### src/rtl/cbd_pkg.sv
`timescale 1ns / 1ps
// cbd_pkg: types and constants shared by the column byte to double converter
// no dependencies
package cbd_pkg;

   localparam int MAX_COLUMNS_DEF = 32;
   localparam int COL_W           = 5;
   localparam int CNT_W           = 6;

   typedef enum logic [1:0] {
      CSR_INTEGER_MODE = 2'd0,
      CSR_BIG_ENDIAN   = 2'd1,
      CSR_COLUMN_COUNT = 2'd2,
      CSR_WIDTH_CODES  = 2'd3
   } csr_index_type;

   typedef enum logic [1:0] {
      KIND_INT    = 2'd0,
      KIND_SINGLE = 2'd1,
      KIND_DOUBLE = 2'd2,
      KIND_ZERO   = 2'd3
   } kind_type;

   localparam logic OP_DATA    = 1'b0;
   localparam logic OP_DISCARD = 1'b1;

   typedef struct packed {
      logic       op;
      logic [7:0] data_byte;
   } req_type;

   typedef struct packed {
      logic [63:0]      value_bits;
      logic [COL_W-1:0] column_index;
      logic             last_of_row;
      logic             width_error;
   } rsp_type;

   typedef struct packed {
      logic [63:0]      raw;
      kind_type         kind;
      logic [COL_W-1:0] column;
      logic             last;
      logic             err;
   } job_type;

endpackage

### src/rtl/cbd_ram.sv
`timescale 1ns / 1ps
// cbd_ram: generic single write port ram with registered read
// no dependencies
module cbd_ram #(
   parameter int WIDTH = 64,
   parameter int DEPTH = 32,
   parameter int AW    = 5
) (
   input  logic             clock,
   input  logic             we,
   input  logic [AW-1:0]    waddr,
   input  logic [WIDTH-1:0] wdata,
   input  logic [AW-1:0]    raddr,
   output logic [WIDTH-1:0] rdata
);
   logic [WIDTH-1:0] mem_ff [DEPTH];
   logic [WIDTH-1:0] rdata_ff;

   always_ff @(posedge clock) begin
      if (we) begin
         mem_ff[waddr] <= wdata;
      end
      rdata_ff <= mem_ff[raddr];
   end

   assign rdata = rdata_ff;
endmodule

### src/rtl/cbd_queue.sv
`timescale 1ns / 1ps
// cbd_queue: two entry job queue between front and back
// depends on cbd_pkg
module cbd_queue
   import cbd_pkg::*;
(
   input  logic    clock,
   input  logic    reset,
   input  logic    push,
   input  job_type push_job,
   output logic    full,
   input  logic    pop,
   output logic    not_empty,
   output job_type head
);
   job_type    slot_ff [2];
   logic       wp_ff, wp_in, rp_ff, rp_in;
   logic [1:0] cnt_ff, cnt_in;

   always_comb begin
      wp_in  = push ? ~wp_ff : wp_ff;
      rp_in  = pop ? ~rp_ff : rp_ff;
      cnt_in = cnt_ff + {1'b0, push} - {1'b0, pop};
   end

   always_ff @(posedge clock) begin
      if (reset) begin
         wp_ff  <= 1'b0;
         rp_ff  <= 1'b0;
         cnt_ff <= 2'd0;
      end else begin
         wp_ff  <= wp_in;
         rp_ff  <= rp_in;
         cnt_ff <= cnt_in;
      end
      if (push) begin
         slot_ff[wp_ff] <= push_job;
      end
   end

   assign full      = (cnt_ff == 2'd2);
   assign not_empty = (cnt_ff != 2'd0);
   assign head      = slot_ff[rp_ff];
endmodule

### src/rtl/cbd_front.sv
`timescale 1ns / 1ps
// cbd_front: byte intake, column assembly and classification into jobs
// depends on cbd_pkg
module cbd_front
   import cbd_pkg::*;
#(
   parameter int MAX_COLUMNS = MAX_COLUMNS_DEF
) (
   input  logic             clock,
   input  logic             reset,
   input  logic             take,
   input  req_type          item,
   input  logic             integer_mode,
   input  logic             big_endian,
   input  logic [CNT_W-1:0] column_count,
   input  logic [63:0]      width_codes,
   output logic             push,
   output job_type          push_job
);
   logic [63:0]      asm_ff, asm_in;
   logic [2:0]       bic_ff, bic_in;
   logic [COL_W-1:0] col_ff, col_in;
   logic             err_ff, err_in;

   logic [CNT_W-1:0] count;
   logic             restart, done, last, bad;
   logic [COL_W-1:0] col;
   logic [63:0]      base, asm_new, raw;
   logic [2:0]       bic;
   logic [1:0]       code;
   kind_type         kind;

   always_comb begin
      if (column_count == '0) begin
         count = CNT_W'(1);
      end else if (column_count > CNT_W'(MAX_COLUMNS)) begin
         count = CNT_W'(MAX_COLUMNS);
      end else begin
         count = column_count;
      end
      restart = ({1'b0, col_ff} >= count);
      col     = restart ? '0 : col_ff;
      bic     = restart ? 3'd0 : bic_ff;
      base    = restart ? 64'd0 : asm_ff;
      if (big_endian) begin
         asm_new = {base[55:0], item.data_byte};
      end else begin
         asm_new = base | ({56'd0, item.data_byte} << {bic, 3'b000});
      end
      code = width_codes[{col, 1'b0} +: 2];
      case (code)
         2'd0:    done = 1'b1;
         2'd1:    done = (bic >= 3'd1);
         2'd2:    done = (bic >= 3'd3);
         default: done = (bic >= 3'd7);
      endcase
      case (code)
         2'd0:    raw = {56'd0, asm_new[7:0]};
         2'd1:    raw = {48'd0, asm_new[15:0]};
         2'd2:    raw = {32'd0, asm_new[31:0]};
         default: raw = asm_new;
      endcase
      bad = 1'b0;
      if (integer_mode) begin
         kind = KIND_INT;
      end else if (code == 2'd2) begin
         kind = KIND_SINGLE;
      end else if (code == 2'd3) begin
         kind = KIND_DOUBLE;
      end else begin
         kind = KIND_ZERO;
         bad  = 1'b1;
      end
      last = ({1'b0, col} + CNT_W'(1) >= count);

      asm_in = asm_ff;
      bic_in = bic_ff;
      col_in = col_ff;
      err_in = err_ff;
      push   = 1'b0;
      if (take && item.op == OP_DISCARD) begin
         asm_in = '0;
         bic_in = '0;
         col_in = '0;
         err_in = 1'b0;
      end else if (take) begin
         if (!done) begin
            asm_in = asm_new;
            bic_in = bic + 3'd1;
            col_in = col;
         end else begin
            push   = 1'b1;
            asm_in = '0;
            bic_in = '0;
            err_in = err_ff | bad;
            col_in = last ? '0 : col + COL_W'(1);
         end
      end
      push_job.raw    = raw;
      push_job.kind   = kind;
      push_job.column = col;
      push_job.last   = last;
      push_job.err    = err_ff | bad;
   end

   always_ff @(posedge clock) begin
      if (reset) begin
         asm_ff <= '0;
         bic_ff <= '0;
         col_ff <= '0;
         err_ff <= 1'b0;
      end else begin
         asm_ff <= asm_in;
         bic_ff <= bic_in;
         col_ff <= col_in;
         err_ff <= err_in;
      end
   end
endmodule

### src/rtl/cbd_back.sv
`timescale 1ns / 1ps
// cbd_back: conversion to double, row store and row emission
// depends on cbd_pkg and cbd_ram
module cbd_back
   import cbd_pkg::*;
#(
   parameter int MAX_COLUMNS = MAX_COLUMNS_DEF
) (
   input  logic    clock,
   input  logic    reset,
   input  logic    job_valid,
   input  job_type job,
   output logic    job_pop,
   output logic    rsp_valid,
   input  logic    rsp_ready,
   output rsp_type rsp_item
);
   localparam int AW = (MAX_COLUMNS > 1) ? $clog2(MAX_COLUMNS) : 1;

   typedef enum logic [5:0] {
      ST_IDLE  = 6'b000001,
      ST_NORM  = 6'b000010,
      ST_WRITE = 6'b000100,
      ST_RD    = 6'b001000,
      ST_LD    = 6'b010000,
      ST_OUT   = 6'b100000
   } state_type;

   state_type        state_ff, state_in;
   logic [63:0]      norm_ff, norm_in, res_ff, res_in;
   logic [5:0]       sh_ff, sh_in;
   logic [11:0]      ebase_ff, ebase_in;
   logic             sign_ff, sign_in;
   logic [COL_W-1:0] col_ff, col_in, idx_ff, idx_in;
   logic             last_ff, last_in, err_ff, err_in;
   rsp_type          out_ff, out_in;

   logic [63:0] rdata;
   logic        se, sf;
   logic [7:0]  s_e;
   logic [22:0] s_f;
   logic [53:0] mant;
   logic        round_up;
   logic [11:0] ex;

   cbd_ram #(.WIDTH(64), .DEPTH(MAX_COLUMNS), .AW(AW)) u_row_store (
      .clock (clock),
      .we    (state_ff == ST_WRITE),
      .waddr (col_ff[AW-1:0]),
      .wdata (res_ff),
      .raddr (idx_ff[AW-1:0]),
      .rdata (rdata)
   );

   always_comb begin
      se       = job.raw[31];
      s_e      = job.raw[30:23];
      s_f      = job.raw[22:0];
      sf       = (s_f != '0);
      round_up = norm_ff[10] & ((|norm_ff[9:0]) | norm_ff[11]);
      mant     = {1'b0, norm_ff[63:11]} + {53'd0, round_up};
      ex       = ebase_ff - {6'd0, sh_ff} + {11'd0, mant[53]};

      state_in = state_ff;
      norm_in  = norm_ff;
      res_in   = res_ff;
      sh_in    = sh_ff;
      ebase_in = ebase_ff;
      sign_in  = sign_ff;
      col_in   = col_ff;
      idx_in   = idx_ff;
      last_in  = last_ff;
      err_in   = err_ff;
      out_in   = out_ff;
      job_pop  = 1'b0;
      case (state_ff)
         ST_IDLE: begin
            if (job_valid) begin
               job_pop  = 1'b1;
               col_in   = job.column;
               last_in  = job.last;
               err_in   = job.err;
               norm_in  = job.raw;
               sh_in    = '0;
               sign_in  = 1'b0;
               ebase_in = 12'd1086;
               state_in = ST_WRITE;
               case (job.kind)
                  KIND_INT: begin
                     res_in = '0;
                     if (job.raw != '0) begin
                        state_in = ST_NORM;
                     end
                  end
                  KIND_SINGLE: begin
                     if (s_e == 8'hFF) begin
                        res_in = {se, 11'h7FF, (sf ? {1'b1, s_f[21:0]} : 23'd0), 29'd0};
                     end else if (s_e == 8'd0) begin
                        res_in   = {se, 63'd0};
                        norm_in  = {41'd0, s_f};
                        sign_in  = se;
                        ebase_in = 12'd937;
                        if (sf) begin
                           state_in = ST_NORM;
                        end
                     end else begin
                        res_in = {se, 3'd0, s_e + 8'd128, s_f, 29'd0};
                        if (s_e[7]) begin
                           res_in[62:52] = {3'b100, s_e - 8'd128};
                        end else begin
                           res_in[62:52] = {3'b011, s_e + 8'd128};
                        end
                     end
                  end
                  KIND_DOUBLE: res_in = job.raw;
                  default:     res_in = '0;
               endcase
            end
         end
         ST_NORM: begin
            if (norm_ff[63]) begin
               res_in   = {sign_ff, ex[10:0], (mant[53] ? 52'd0 : mant[51:0])};
               state_in = ST_WRITE;
            end else if (norm_ff[63:56] == 8'd0) begin
               norm_in = norm_ff << 8;
               sh_in   = sh_ff + 6'd8;
            end else begin
               norm_in = norm_ff << 1;
               sh_in   = sh_ff + 6'd1;
            end
         end
         ST_WRITE: begin
            idx_in   = '0;
            state_in = last_ff ? ST_RD : ST_IDLE;
         end
         ST_RD: state_in = ST_LD;
         ST_LD: begin
            out_in.value_bits   = rdata;
            out_in.column_index = idx_ff;
            out_in.last_of_row  = (idx_ff == col_ff);
            out_in.width_error  = err_ff;
            state_in            = ST_OUT;
         end
         ST_OUT: begin
            if (rsp_ready) begin
               if (idx_ff == col_ff) begin
                  state_in = ST_IDLE;
               end else begin
                  idx_in   = idx_ff + COL_W'(1);
                  state_in = ST_RD;
               end
            end
         end
         default: state_in = ST_IDLE;
      endcase
   end

   always_ff @(posedge clock) begin
      if (reset) begin
         state_ff <= ST_IDLE;
      end else begin
         state_ff <= state_in;
      end
      norm_ff  <= norm_in;
      res_ff   <= res_in;
      sh_ff    <= sh_in;
      ebase_ff <= ebase_in;
      sign_ff  <= sign_in;
      col_ff   <= col_in;
      idx_ff   <= idx_in;
      last_ff  <= last_in;
      err_ff   <= err_in;
      out_ff   <= out_in;
   end

   assign rsp_valid = (state_ff == ST_OUT);
   assign rsp_item  = out_ff;

   a_idx_in_row : assert property (@(posedge clock) disable iff (reset)
      rsp_valid |-> (rsp_item.column_index <= col_ff))
      else $error("emitted column beyond end of row");

   a_norm_leaves : assert property (@(posedge clock) disable iff (reset)
      (state_ff == ST_NORM && norm_ff[63]) |=> (state_ff == ST_WRITE))
      else $error("normalization did not finish");

   a_row_end : assert property (@(posedge clock) disable iff (reset)
      (rsp_valid && rsp_ready && rsp_item.last_of_row) |=> (state_ff == ST_IDLE))
      else $error("row emission did not end at last column");

   a_no_pop_busy : assert property (@(posedge clock) disable iff (reset)
      job_pop |-> (state_ff == ST_IDLE && job_valid))
      else $error("job taken while busy");
endmodule

### src/rtl/column_bytes_to_double_converter.sv
`timescale 1ns / 1ps
// column_bytes_to_double_converter: top level, csr block, front, queue and back
// depends on cbd_pkg, cbd_front, cbd_queue, cbd_back
//
//   port group   direction  handshake            payload
//   req_         in         req_valid/req_ready  req_type (op, data_byte)
//   rsp_         out        rsp_valid/rsp_ready  rsp_type (value, column, last, error)
//   csr_         in         csr_we               csr_index, csr_wdata
//
// a byte item is taken whenever the two entry queue has room
// each column passes the back unit idle and write states, plus the normalize shifter when needed
// each emitted column passes the read, load and output states, paced by the registered row store read
// reset is synchronous; the row store holds no reset value
// a stalled rsp_ready holds the back unit; the front keeps taking bytes until the queue fills
module column_bytes_to_double_converter
   import cbd_pkg::*;
#(
   parameter int MAX_COLUMNS = MAX_COLUMNS_DEF
) (
   input  logic          clock,
   input  logic          reset,
   input  logic          req_valid,
   output logic          req_ready,
   input  req_type       req_item,
   output logic          rsp_valid,
   input  logic          rsp_ready,
   output rsp_type       rsp_item,
   input  logic          csr_we,
   input  csr_index_type csr_index,
   input  logic [63:0]   csr_wdata
);
   logic             int_mode_ff, big_end_ff;
   logic [CNT_W-1:0] count_ff;
   logic [63:0]      codes_ff;
   logic             full, push, not_empty, pop;
   job_type          push_job, head;

   always_ff @(posedge clock) begin
      if (reset) begin
         int_mode_ff <= 1'b1;
         big_end_ff  <= 1'b1;
         count_ff    <= CNT_W'(1);
         codes_ff    <= '0;
      end else if (csr_we) begin
         case (csr_index)
            CSR_INTEGER_MODE: int_mode_ff <= csr_wdata[0];
            CSR_BIG_ENDIAN:   big_end_ff  <= csr_wdata[0];
            CSR_COLUMN_COUNT: count_ff    <= csr_wdata[CNT_W-1:0];
            CSR_WIDTH_CODES:  codes_ff    <= csr_wdata;
            default: ;
         endcase
      end
   end

   assign req_ready = !full;

   cbd_front #(.MAX_COLUMNS(MAX_COLUMNS)) u_front (
      .clock        (clock),
      .reset        (reset),
      .take         (req_valid && req_ready),
      .item         (req_item),
      .integer_mode (int_mode_ff),
      .big_endian   (big_end_ff),
      .column_count (count_ff),
      .width_codes  (codes_ff),
      .push         (push),
      .push_job     (push_job)
   );

   cbd_queue u_queue (
      .clock     (clock),
      .reset     (reset),
      .push      (push),
      .push_job  (push_job),
      .full      (full),
      .pop       (pop),
      .not_empty (not_empty),
      .head      (head)
   );

   cbd_back #(.MAX_COLUMNS(MAX_COLUMNS)) u_back (
      .clock     (clock),
      .reset     (reset),
      .job_valid (not_empty),
      .job       (head),
      .job_pop   (pop),
      .rsp_valid (rsp_valid),
      .rsp_ready (rsp_ready),
      .rsp_item  (rsp_item)
   );
endmodule
### config.mk
export PLATFORM = sky130hd
export DESIGN_NAME = column_bytes_to_double_converter
export DESIGN_NICKNAME = d
export VERILOG_FILES = /design/src/rtl/cbd_pkg.sv /design/src/rtl/cbd_ram.sv /design/src/rtl/cbd_queue.sv /design/src/rtl/cbd_front.sv /design/src/rtl/cbd_back.sv /design/src/rtl/column_bytes_to_double_converter.sv
export SDC_FILE = /design/constraint.sdc
export NUM_CORES = 2
export LEC_CHECK = 0
export ABC_AREA = 1
export BUFFER_PORTS_ARGS = -buffer_cell sky130_fd_sc_hd__buf_4
export CORE_UTILIZATION = 55
export DETAILED_ROUTE_END_ITERATION = 16
export GPL_TIMING_DRIVEN = 1
export PLACE_DENSITY_LB_ADDON = 0.08
export REMOVE_ABC_BUFFERS = 1
export SLEW_MARGIN = 5
export SYNTH_ARGS = -nofsm -noshare
export SYNTH_HDL_FRONTEND = slang
export SYNTH_SLANG_ARGS = --single-unit
### constraint.sdc
create_clock -name clock -period 11.1 [get_ports clock]
set_input_delay 1.11 -clock clock [delete_from_list [all_inputs] [get_ports clock]]
set_output_delay 1.11 -clock clock [all_outputs]
set_load 0.02 [all_outputs]
==> Implementation_results.wiki <==
{| class="wikitable"
! Metric !! Value
|-
| Routed via count divided by cell count || 6.20
|-
| Fraction of layout cells with a size suffix above 1 || 0.0810
|-
| Category of the critical setup timing path || reg -> reg
|-
| Clock H-tree levels || 5
|-
| Post-detailed-placement cell area || 110000 um^2
|-
| Most common flop cell mapped by yosys || sky130_fd_sc_hd__edfxtp_1
|-
| Buffer levels on the longest clock path || 4
|-
| Initial antenna violation count || 14
|-
| Beginning of the critical path || count_ff[2]$_SDFFE_PP0P_
|-
| Post-detailed-route count of antenna-violating nets || 0
|-
| Yosys warning count || 0
|-
| Largest net degree at the start of global routing || 222
|-
| Clk slew on worst S/H paths || 0.06 ns
|-
| Critical path launch point type || flop
|-
| Number of flops mapped to enable cells by yosys || 2414
|-
| Critical path data arrival time || 7.38 ns
|-
| Launch point of the worst hold path || u_back.u_row_store.rdata[52]$_DFF_P_
|-
| Hold Worst Slack || 0.398 ns
|-
| Beginning of the worst register-to-register path || count_ff[2]$_SDFFE_PP0P_
|-
| CORE AREA || 192000 um^2
|-
| Worst clock skew || 0.0544 ns
|-
| GRT Resource Usage Total || 0.314
|-
| Cell area after synthesis || 107000 um^2
|-
| Post_cts resized || 0
|-
| Cell taking the most area after synthesis || sky130_fd_sc_hd__edfxtp_1
|-
| Number of distinct standard cells referenced by the synthesized netlist || 51
|-
| Layout Cell Area excl Fill || 119000 um^2
|-
| Residual DRC || 0
|-
| Die Ht || 442 um
|-
| Setup Total Neg Slack || 0 ns
|-
| Final wirelength || 312000 um
|-
| Stage delay of the slowest cell on the critical path || 0.75 ns
|-
| Hold/Removal Path Class || reg -> reg
|-
| CP Capture Type || flop
|-
| First-pass GRT wire length || 455000 um
|-
| Finish-stage setup viols || 0
|-
| Total Nets Final || 9052
|-
| Number of maximum-capacitance constraint violations || 0
|-
| Final non-filler cell total || 11700
|-
| Crit-path cells || nor3_1 -> nand2_1 -> o21ai_0 -> ha_1 -> inv_1 -> nand2_1 -> nand2_1 -> nand2_1 -> nand2_1 -> nand2_4 -> inv_2 -> nand2_1 -> inv_1 -> ha_1 -> a21oi_1 -> nand3_1 -> nand3_2 -> nor2_1 -> nand3_1 -> inv_2 -> buf_4
|-
| Total number of clock tree sinks || 2634
|-
| Die Area || 195000 um^2
|-
| Top post-synthesis cells by area || sky130_fd_sc_hd__edfxtp_1 68%, sky130_fd_sc_hd__o21ai_0 6.9%, sky130_fd_sc_hd__nor2_1 5.5%, sky130_fd_sc_hd__dfxtp_1 4.1%, sky130_fd_sc_hd__o22ai_1 3.9%
|-
| Effective utilization at floorplan || 0.554
|-
| CP Data Required Time || 11.63 ns
|-
| Source-to-sink clock delay at the later pin of the worst-skew pair || 0.94 ns
|-
| Max rail drop VDD || 194 uV
|-
| Largest fanout of any net on the critical path || 61
|-
| Grt total ovfl || 0
|-
| Critical Path Slowest Stage Cell || sky130_fd_sc_hd__buf_4
|-
| Tightest Pin Transition || 1.42 ns
|-
| Status || complete, no violations
|-
| Proportion of synthesized flip-flops having asynchronous set or reset || 0
|-
| Number of max-slew violations in the final report || 0
|-
| Placement Rows || 161
|-
| CTS tree || built
|-
| Port Buffers || 152
|-
| Tightest slew margin relative to the limit || 0.0504
|-
| Top cells by count, synth || 2414 x sky130_fd_sc_hd__edfxtp_1, 1553 x sky130_fd_sc_hd__nor2_1, 1464 x sky130_fd_sc_hd__o21ai_0
|-
| Post-route minimum period || 6.85 ns
|-
| Most frequent CP cell || sky130_fd_sc_hd__nand2_1
|-
| Growth of design area from synthesis to finish || 11.4%
|-
| LEAKAGE || 0.0393 uW
|-
| Placed Instances || 11200
|-
| Unrepaired setup endpoints after global routing || no
|-
| Overall via count from detail_route || 72400
|-
| Iteration count of the initial detailed-routing pass || 6
|-
| Worst setup path end || u_queue.slot_ff[1][50]$_DFFE_PP_
|-
| Global placement routability congestion || 0.943
|-
| Inserted Clock Buffers || 286
|-
| Clock root buffer || sky130_fd_sc_hd__clkbuf_16
|-
| Cells after Synth || 8949
|-
| Cell area power density || 216 nW/um^2
|-
| Number of global-route vias before repair || 68000
|-
| Die boundary width || 442 um
|-
| WL per Instance || 26.7 um
|-
| Area fraction of the dominant cell type after synthesis || 0.680
|-
| Post-CTS Setup Repair Bufs || 0
|-
| Sequential element share of the synthesized area || 0.722
|-
| Iteration-0 DRC count of the detailed router || 9167
|-
| Endpoint of the worst-slack reg-to-reg timing path || u_queue.slot_ff[1][50]$_DFFE_PP_
|-
| Final number of hold-violating endpoints || 0
|-
| Count of cells along the worst register-to-register path || 21
|-
| Mapped Avg Cell Area || 11.9 um^2
|-
| Number of synthesized register bits || 2634
|-
| Period utilization || 0.617
|-
| Cts hold-fix bufs || 0
|-
| Achievable frequency || 146 MHz
|-
| Num ports || 153
|-
| Setup slack of the worst register-to-register path || 4.25 ns
|-
| Detailed placer's ending HPWL || 168000 um
|-
| Most frequent cell after synthesis || sky130_fd_sc_hd__edfxtp_1
|}
report_power, final:
part / internal [uW] / total [uW] / switching [uW] / leakage [uW]
clock: 5230 / 8970 / 3740 / 0.00421
combinational: 691 / 2750 / 2060 / 0.0113
sequential: 12600 / 13900 / 1300 / 0.0238
total: 18500 / 25600 / 7100 / 0.0393
placed cells by master, fill, tap and decap left out, drive strengths merged, types with 68 or more instances in the layout:
| cell type | instances |
|---|---|
| a21oi | 253 |
| buf | 288 |
| clkbuf | 401 |
| clkinv | 68 |
| dfxtp | 220 |
| edfxtp | 2414 |
| inv | 464 |
| nand2 | 714 |
| nand3 | 163 |
| nor2 | 1556 |
| o21ai | 1467 |
| o22ai | 663 |
worst max-delay path: cells and delay by family, from the launching register on:
family / cells / cell delay, ns
AO/OA/AOI/OAI: 2 / 0.34
adder cells (fa/ha/maj): 2 / 0.51
buffers and inverters: 5 / 2.21
flip-flops: 1 / 0.32
AND/OR/NAND/NOR: 12 / 3.00
cell families after synthesis:
logic type | count (synthesis) | synth area share
AOI/OAI and AO/OA | 2531 | 0.131
xor gates and xnor gates | 47 | 0.00386
adders and majority gates | 38 | 0.00453
buffers and inverters | 1057 | 0.0380
DFF | 2634 | 0.722
muxes | 33 | 0.00322
and+or+nand+nor | 2609 | 0.0980
layout make-up:
class	instances	area, um^2
sequential	2634	76900
fill	15000	73700
multi-input combinational	5258	25900
clock buffer	401	7880
tap	2526	3160
timing repair buffer	288	2240
inverter	466	1790
clock inverter	87	772
antenna	12	30.0
worst min-delay path by stage:
stage,to,cells past startpoint
floorplan,u_back.rsp_item[10]$_DFFE_PP_,0
global placement,u_back.rsp_item[9]$_DFFE_PP_,0
detailed placement,u_back.rsp_item[18]$_DFFE_PP_,0
CTS,u_back.rsp_item[59]$_DFFE_PP_,0
global route,u_back.rsp_item[59]$_DFFE_PP_,0
finish,u_back.rsp_item[59]$_DFFE_PP_,0
sequential cells by signal, summed over array words and instances (netlist names), 2 cells and up, named ones only:
signal                     cells
codes_ff                      64
u_back.norm_ff                64
u_front.asm_ff                64
u_back.state_ff                6
count_ff                       6
u_front.bic_ff                 3
u_back.res_ff                 64
u_back.rsp_item               71
u_front.col_ff                 5
u_back.ebase_ff                2
u_back.idx_ff                  5
u_back.u_row_store.mem_ff   2048
u_back.u_row_store.rdata      64
u_back.col_ff                  5
u_queue.slot_ff              146
u_back.sh_ff                   6
u_queue.cnt_ff                 2
stage by stage:
| step | util | setup WS, ns | total power [uW] |
|---|---|---|---|
| global route | 0.617 | 3.60 | 26400 |
| finish | 0.617 | 4.25 | 25600 |
| floorplan | - | -36.16 | 15300 |
| CTS | 0.617 | 4.25 | 25700 |
| global placement | 0.572 | 4.40 | 16700 |
| detailed placement | 0.572 | 4.33 | 16800 |
metal layers:
metal  up-vias  wire length [um]  GRT usage  part of all wire
met1     36000            130000      0.451              0.42
met4         2             10100      0.106             0.032
met5         -                11          0          0.000035
li1      32400                 -          -                 -
met3       563             26400     0.0450             0.085
met2      3440            146000      0.494              0.47
Note: power is estimated with default switching activity, not from simulation.
